[config.mk]
export PLATFORM = sky130hd
export DESIGN_NAME = trq_ctrl
export DESIGN_NICKNAME = d
export VERILOG_FILES = /design/src/rtl/trq_pkg.sv /design/src/rtl/trq_ctrl.sv
export VERILOG_INCLUDE_DIRS = /design/src /design/src/rtl
export SDC_FILE = /design/constraint.sdc
export NUM_CORES = 1
export LEC_CHECK = 0
export ABC_AREA = 0
export BUFFER_PORTS_ARGS = -buffer_cell sky130_fd_sc_hd__buf_2
export CORE_AREA = 2 2 39 41
export CTS_BUF_LIST = sky130_fd_sc_hd__clkbuf_4 sky130_fd_sc_hd__clkbuf_8 sky130_fd_sc_hd__clkbuf_16
export DETAILED_ROUTE_END_ITERATION = 12
export DIE_AREA = 0 0 41 43
export SLEW_MARGIN = 20
export SYNTH_ARGS = -nofsm -noshare
export SYNTH_HDL_FRONTEND = slang
export SYNTH_SLANG_ARGS = --single-unit
[constraint.sdc]
create_clock -name clk -period 1.5 [get_ports clk]
set_clock_uncertainty 0.15 [all_clocks]
set_input_delay 0.45 -clock clk [delete_from_list [all_inputs] [get_ports clk]]
set_output_delay 0.45 -clock clk [all_outputs]
set_load 0.02 [all_outputs]
[src/rtl/timed_release_queue_with_ttl_core_macros.svh]
// Assertion macros used by the queue controller.
`ifndef TIMED_RELEASE_QUEUE_WITH_TTL_CORE_MACROS_SVH
`define TIMED_RELEASE_QUEUE_WITH_TTL_CORE_MACROS_SVH
// implication checked every clock outside reset
`define TRQ_ASSERT_IMP(label, clk, rst, ante, cons, msg) \
  label: assert property (@(posedge clk) disable iff (rst) (ante) |-> (cons)) else $error(msg);
// next-cycle implication
`define TRQ_ASSERT_NXT(label, clk, rst, ante, cons, msg) \
  label: assert property (@(posedge clk) disable iff (rst) (ante) |=> (cons)) else $error(msg);
`endif

[src/rtl/trq_pkg.sv]
// Package: payload structs, state enum and command codes for the release queue.
`default_nettype none
package trq_pkg;
  localparam logic CMD_INSERT = 1'b0;
  localparam logic CMD_TICK   = 1'b1;

  localparam logic [1:0] KIND_DELIVERED = 2'd0;
  localparam logic [1:0] KIND_DROPPED   = 2'd1;
  localparam logic [1:0] KIND_FULL      = 2'd2;
  localparam logic [1:0] KIND_NONE      = 2'd3;

  localparam logic REG_DELAY = 1'b0;
  localparam logic REG_TTL   = 1'b1;

  localparam logic [47:0] TTL_RESET = 48'd5000000;

  // most packets released by one tick
  localparam int MAX_OUT = 16;

  typedef struct packed {
    logic        command;
    logic [47:0] in_rx_time;
    logic [15:0] in_dst_id;
    logic [15:0] in_src_id;
    logic [15:0] in_flow_id;
    logic [31:0] in_seq;
    logic [15:0] in_payload_tag;
    logic        payload_empty;
    logic [47:0] step_end_time;
  } in_req_t;

  typedef struct packed {
    logic [1:0]  kind;
    logic [15:0] out_payload_tag;
    logic [15:0] out_dst_id;
    logic [15:0] out_src_id;
    logic [15:0] out_flow_id;
    logic [31:0] out_seq;
    logic [47:0] out_due_time;
    logic        last;
  } out_req_t;

  typedef enum logic [2:0] {
    ST_IDLE, ST_INSERT, ST_SHIFT, ST_TICK, ST_EMIT, ST_POP
  } state_t;

  // controller -> datapath
  typedef struct packed {
    logic load;      // capture input request
    logic calc;      // compute due time / compare vector
    logic ins;       // shift and write the new entry
    logic pop;       // remove head entry
    logic emit;      // load output register
    logic emit_kind; // 0 packet, 1 status-only
  } cmd_t;

  // datapath -> controller
  typedef struct packed {
    logic is_tick;
    logic drop_in;
    logic full;
    logic head_due;   // head valid and due, tick release limit not reached
    logic last_pkt;   // no further due packet after head within the tick limit
    logic any_out;    // at least one released this tick
    logic out_busy;
  } stat_t;
endpackage
`default_nettype wire

[src/rtl/trq_ctrl.sv]
// Controller state machine sequencing inserts and tick releases.
`default_nettype none
`include "timed_release_queue_with_ttl_core_macros.svh"
module trq_ctrl (
  input  wire logic         clk,
  input  wire logic         rst,
  input  wire logic         in_fire,
  output logic              in_rdy,
  input  wire trq_pkg::stat_t st,
  output trq_pkg::cmd_t     cmd
);
  trq_pkg::state_t state, state_next;

  always_ff @(posedge clk) begin
    if (rst) state <= trq_pkg::ST_IDLE;
    else     state <= state_next;
  end

  always_comb begin
    state_next = state;
    unique case (state)
      trq_pkg::ST_IDLE:   if (in_fire) state_next = trq_pkg::ST_INSERT;
      trq_pkg::ST_INSERT: begin
        if (st.is_tick) state_next = trq_pkg::ST_TICK;
        else if (st.drop_in) state_next = trq_pkg::ST_IDLE;
        else if (st.full) state_next = st.out_busy ? trq_pkg::ST_INSERT : trq_pkg::ST_IDLE;
        else state_next = trq_pkg::ST_SHIFT;
      end
      trq_pkg::ST_SHIFT:  state_next = trq_pkg::ST_IDLE;
      trq_pkg::ST_TICK: begin
        if (!st.out_busy) begin
          if (st.head_due) state_next = trq_pkg::ST_POP;
          else state_next = trq_pkg::ST_IDLE;
        end
      end
      trq_pkg::ST_POP:    state_next = st.last_pkt ? trq_pkg::ST_IDLE : trq_pkg::ST_TICK;
      trq_pkg::ST_EMIT:   state_next = trq_pkg::ST_IDLE;
      default:            state_next = trq_pkg::ST_IDLE;
    endcase
  end

  always_comb begin
    cmd = '0;
    in_rdy = 1'b0;
    unique case (state)
      trq_pkg::ST_IDLE: begin
        in_rdy = 1'b1;
        cmd.load = in_fire;
      end
      trq_pkg::ST_INSERT: begin
        cmd.calc = 1'b1;
        if (!st.is_tick && !st.drop_in && st.full && !st.out_busy) begin
          cmd.emit = 1'b1;
          cmd.emit_kind = 1'b1;
        end
      end
      trq_pkg::ST_SHIFT: cmd.ins = 1'b1;
      trq_pkg::ST_TICK: begin
        if (!st.out_busy) begin
          cmd.emit = st.head_due || !st.any_out;
          cmd.emit_kind = !st.head_due;
        end
      end
      trq_pkg::ST_POP: cmd.pop = 1'b1;
      trq_pkg::ST_EMIT: ;
      default: ;
    endcase
  end

  `TRQ_ASSERT_NXT(a_shift_once, clk, rst, state == trq_pkg::ST_SHIFT,
    state == trq_pkg::ST_IDLE, "insert shift lasted more than one cycle")
  `TRQ_ASSERT_IMP(a_pop_after_emit, clk, rst, cmd.pop,
    $past(cmd.emit), "pop without emitted result")
  `TRQ_ASSERT_IMP(a_no_emit_busy, clk, rst, cmd.emit, !st.out_busy,
    "result emitted over pending result")
endmodule
`default_nettype wire

==> results of run 1 <==
[power by group]
group	leakage [nW]	switching, mW	internal [mW]
clock	0.0184	0.0525	0.118
combinational	0.261	0.0699	0.0919
sequential	0.0261	0.00536	0.0838
total	0.306	0.128	0.294
[per-layer routing]
| layer | vias up | part of all wire (%) |
|---|---|---|
| li1 | 206 | - |
| met5 | - | 0 |
| met2 | 13 | 53 |
| met1 | 197 | 41 |
| met3 | 2 | 3.7 |
| met4 | 0 | 1.4 |
[what timing repair did]
action,CTS,global route
buffers inserted,5,2
gates resized for setup,28,5
cloned,0,0
pin swaps,6,5
endpoints found under the setup margin,7,7
[cell type report]
class                           count  share of cell area, %
Inverter                            3                   1.71
Multi-Input combinational cell     30                   36.9
Tap cell                           16                   3.04
Timing Repair Buffer               34                   43.7
Clock buffer                        4                   4.56
Sequential cell                     3                   10.1
[through the flow]
step	cells	util (%)	hold WS [ns]	cell area, µm²
floorplan	39	-	0.370	294
global placement	79	33.5	0.463	463
detailed placement	79	33.5	0.468	463
CTS	88	45.2	0.247	626
global route	90	47.6	0.253	658
finish	90	47.6	0.248	658
[kinds of logic after synthesis]
family                 share of synthesized area (%)
DFF                                             22.5
buffers and inverters                           9.39
AOI/OAI and AO/OA                               21.6
and+or+nand+nor                                 46.5
[path summary, 6_finish.rpt]
path,depth (start not counted),endpoint,slack [ns],from
worst max-delay path,3,cmd[1],-0.48,state[1]$_SDFFE_PP0P_
worst max register to register,9,state[0]$_SDFFE_PP0P_,-0.05,state[1]$_SDFFE_PP0P_
worst min register to register,2,state[1]$_SDFFE_PP0P_,0.47,state[0]$_SDFFE_PP0P_
worst min-delay path,2,state[0]$_SDFFE_PP0P_,0.25,rst
[synth_stat cells]
master    n  share of area, %
o22ai_1   1               2.3
inv_1     3               4.2
nor3_1    3               5.6
and3b_1   1               3.3
o2111a_1  1               4.2
nand2_1   3               4.2
a22oi_1   2               5.6
nor3_2    1               3.8
or4b_4    1               5.2
o21ai_0   2               3.8
and2_1    2               4.7
nor2_1    5               7.0
nand2b_1  3               7.0
nand3b_1  2               5.6
dfxtp_1   3                23
clkbuf_1  1               1.4
a21oi_1   3               5.6
buf_2     2               3.8
==> impl_metrics.ini, run 1 <==
[cts]
clock_sinks = 3
tritoncts = done
ctsHoldBuffers = 0
htree_levels = 1
clk_latency_ns = 0.24
path_clk_slew_ns = 0.04
clockBufferDepth = 2
cts-root-buf = clkbuf_4
cts_inserted_buffers = 3

[global_route]
grt-busiest-layer = met2
grt_overflow = 0
grtUsageMet3_pct = 4.71
grt_first_pass_wirelength_um = 1460
grt_max_degree = 8
antenna_found_initial = 0
grtUsageTotal_pct = 12.6
grt_pass1_vias = 360
met2_usage_pct = 17.8
use_met1_pct = 15.4

[yosys]
yosysWarnings = 0
syn_avg_cell_area_um2 = 6.83
synth_seq_cells = 3
synth_area_um2 = 267
synthesis.instances = 39
synth_cell_type_count = 18
synth_nets = 49
ys_seq_area_share_pct = 22.5

[timing]
rsz0062_at_grt = yes
finalCritPeriodShare_pct = 132
worst_pin_slew_ns = 0.361
setup_slack_ns = -0.483
max_freq_mhz = 504
setup-tns-final_ns = -2.61
slew_violations = 0
hold_viol = 0
slew_headroom_pct = 75.7
finalSetupViolations = 8
min_period_ns = 1.98

[floorplanning]
core-area_mm2 = 0.00138
ios = 17
fp.dieH_um = 43
die_w_um = 41
placementRows = 14
start_util_pct = 19.3
dieArea_mm2 = 0.00176

[route]
drt_wl_total_um = 971
via_per_inst = 4.64
drtIter0Drc = 4
wl_per_cell_um = 10.8
vias = 418
route.detailed.drc = 0
drt.antenna.violating_nets = 0
firstDrtPassIters = 4

[pwr]
p_leak_nw = 0.306
ir_drop_mv = 0.271
cellPowerDensity_mw_per_mm2 = 641
fin_total_pwr_mw = 0.422

[cells_and_area]
drive_gt1_share_pct = 68.9
fill_cells = 138
multi_input_area_um2 = 243
top_regs = state (3)
final_cell_mix = 14 x buf_6, 12 x buf_4, 8 x buf_2
seq_area_um2 = 66.3
layout_commonest_cell = buf_6
largest_reg_flops = 3
area_growth_pct = 147
antennaDiodeCount = 0
fin_nets = 85
top_register = state

[placed_design]
gp_congestion = 0.783
port_buffers = 16
dp_slack_ns = -0.502
dpl.hpwl_um = 620

[worst_setup_path]
crit_chain = or4b_4 > a21oi_4 > buf_6
worstSetupEndpointType = output port
path_max_fanout = 2
cp.required_ns = 0.90
crit_buf_inv = 1
path_delay_family = simple AND/OR/NAND/NOR gates
max_stage_delay_ns = 0.55
critPathArrivalTime_ns = 1.38
crit_type = flip-flop to output port
startpoint_type = flip-flop
crit_path_top_delay_cell = or4b_4

[status]
status = complete, but fails checks
violations = setup timing

[worst_hold_path]
hold_path.class = primary input to flip-flop

[flow_run]
cap_violations = 0
Note: power is estimated with default switching activity, not from simulation.
==> inputs of run 2 (changes only) <==
--- a/config.mk
+++ b/config.mk
@@ -8,10 +8,13 @@
 export LEC_CHECK = 0
 export ABC_AREA = 0
 export BUFFER_PORTS_ARGS = -buffer_cell sky130_fd_sc_hd__buf_2
+export CELL_PAD_IN_SITES_DETAIL_PLACEMENT = 0
+export CELL_PAD_IN_SITES_GLOBAL_PLACEMENT = 1
 export CORE_AREA = 2 2 39 41
 export CTS_BUF_LIST = sky130_fd_sc_hd__clkbuf_4 sky130_fd_sc_hd__clkbuf_8 sky130_fd_sc_hd__clkbuf_16
 export DETAILED_ROUTE_END_ITERATION = 12
 export DIE_AREA = 0 0 41 43
+export PLACE_DENSITY_LB_ADDON = 0.1
 export SLEW_MARGIN = 20
 export SYNTH_ARGS = -nofsm -noshare
 export SYNTH_HDL_FRONTEND = slang
==> impl_metrics.ini, run 2 (same netlist as run 1, synthesis figures left out) <==
[cells_and_area]
seq_area_um2 = 63.8
area_growth_pct = 126
multi_input_area_um2 = 234
fin_nets = 81
final_core_util_pct = 43.5
drive_gt1_share_pct = 65.7
top_regs = state (3)
layout_commonest_cell = buf_4
antennaDiodeCount = 0
fin_cells = 86
fill_cells = 145
final_cell_mix = 12 x buf_4, 10 x buf_6, 8 x buf_2
largest_reg_flops = 3
top_register = state

[worst_hold_path]
min_delay_path_depth = 2
worstHoldEndpoint = state[0]$_SDFFE_PP0P_
hold_path.class = primary input to flip-flop
min-delay-start = rst

[timing]
slew_headroom_pct = 78.1
hold_viol = 0
max_freq_mhz = 504
hold_slack_ns = 0.264
slew_violations = 0
rsz0062_at_grt = yes
setup_slack_ns = -0.485
finalCritPeriodShare_pct = 132
setup-tns-final_ns = -1.72
finalSetupViolations = 7
worst_pin_slew_ns = 0.325
min_period_ns = 1.98

[flow_run]
cap_violations = 0

[worst_setup_path]
crit_path_top_delay_cell = or4b_4
startpoint_type = primary input
worstReg2RegEnd = state[0]$_SDFFE_PP0P_
critPathLaunch = st[6]
ff2ff_path_depth = 7
worstSetupEndpointType = output port
cpMostUsedCell = buf_6
rrSetupSlack_ns = 0.14
max_stage_delay_ns = 0.57
worstReg2RegStart = state[1]$_SDFFE_PP0P_
critPathArrivalTime_ns = 1.38
crit_type = primary input to output port
path_max_fanout = 2
cp.required_ns = 0.90
crit_chain = buf_6 > or4b_4 > a21oi_4 > buf_6

[cts]
htree_levels = 1
path_clk_slew_ns = 0.03
clk_latency_ns = 0.23
cts-root-buf = clkbuf_4
clockBufferDepth = 2
cts_inserted_buffers = 3
clock_sinks = 3
tritoncts = done

[placed_design]
dp.cells = 79
dpl.hpwl_um = 638
gp_congestion = 0.645
port_buffers = 16

[global_route]
grt_overflow = 0
grtUsageTotal_pct = 10.1
grt_first_pass_wirelength_um = 1150
antenna_found_initial = 0
grt_pass1_vias = 289
grt_max_degree = 12

[route]
via_per_inst = 4.30
route.detailed.drc = 0
drt.antenna.violating_nets = 0
drtIter0Drc = 0
wl_per_cell_um = 9.42
drt_wl_total_um = 810
vias = 370
firstDrtPassIters = 1

[pwr]
cellPowerDensity_mw_per_mm2 = 646
p_leak_nw = 0.276
ir_drop_mv = 0.478

[status]
status = complete, but fails checks
violations = setup timing

[floorplanning]
dieArea_mm2 = 0.00176
placementRows = 14
fp.dieH_um = 43
die_w_um = 41
ios = 17
core-area_mm2 = 0.00138
start_util_pct = 19.3
==> run 2: area by class of cell <==
type / instances / share of cell area [%]
multi-input combinational: 30 / 38.9
inverter: 3 / 1.87
sequential: 3 / 10.6
clock buffer: 4 / 4.99
tap: 16 / 3.33
timing repair buffer: 30 / 40.3
==> run 2: worst max path at each step <==
stage / end / slack (ns) / cells after the start
final: cmd[0] / -0.48 / 4
after global routing: cmd[1] / -0.51 / 3
after CTS: cmd[0] / -0.49 / 3
after detailed placement: cmd[0] / -0.51 / 4
after global placement: cmd[0] / -0.50 / 4
after floorplan: cmd[0] / -0.30 / 2
==> run 2: through the flow <==
stage	total power [mW]	instance area (µm²)	worst slack, ns
global placement	0.203	463	-0.500
detailed placement	0.204	463	-0.508
global route	0.423	602	-0.513
floorplan	0.149	294	-0.299
finish	0.389	602	-0.485
CTS	0.379	547	-0.490
==> run 2: routing by layer <==
layer  wire length, µm  up-vias  GRT usage [%]  share of wire [%]
li1                  -      196              -                  -
met1               335      160           12.2                 41
met2               413       12           14.1                 51
met3                44        2           3.14                5.4
met4                17        0           8.00                2.1
met5                 0        -              0                  0
==> run 2: worst max-delay path, delay by kind of cell <==
family                 cells  cell delay [ns]
AO/OA/AOI/OAI              1             0.14
AND/OR/NAND/NOR            1             0.57
buffers and inverters      2             0.22
==> run 2: what timing repair did <==
| action | 4_1_cts | 5_1_grt |
|---|---|---|
| pin swaps | 3 | 1 |
| resized for setup | 15 | 11 |
| setup endpoints to repair | 7 | 7 |
| buffers inserted | 1 | 2 |
| hold buffers | 0 | 0 |
==> run 2: power by group <==
part	internal [mW]	total, mW	switching (mW)
sequential	0.0857	0.0908	0.00509
clock	0.117	0.156	0.0384
combinational	0.0783	0.142	0.0638
total	0.281	0.389	0.107
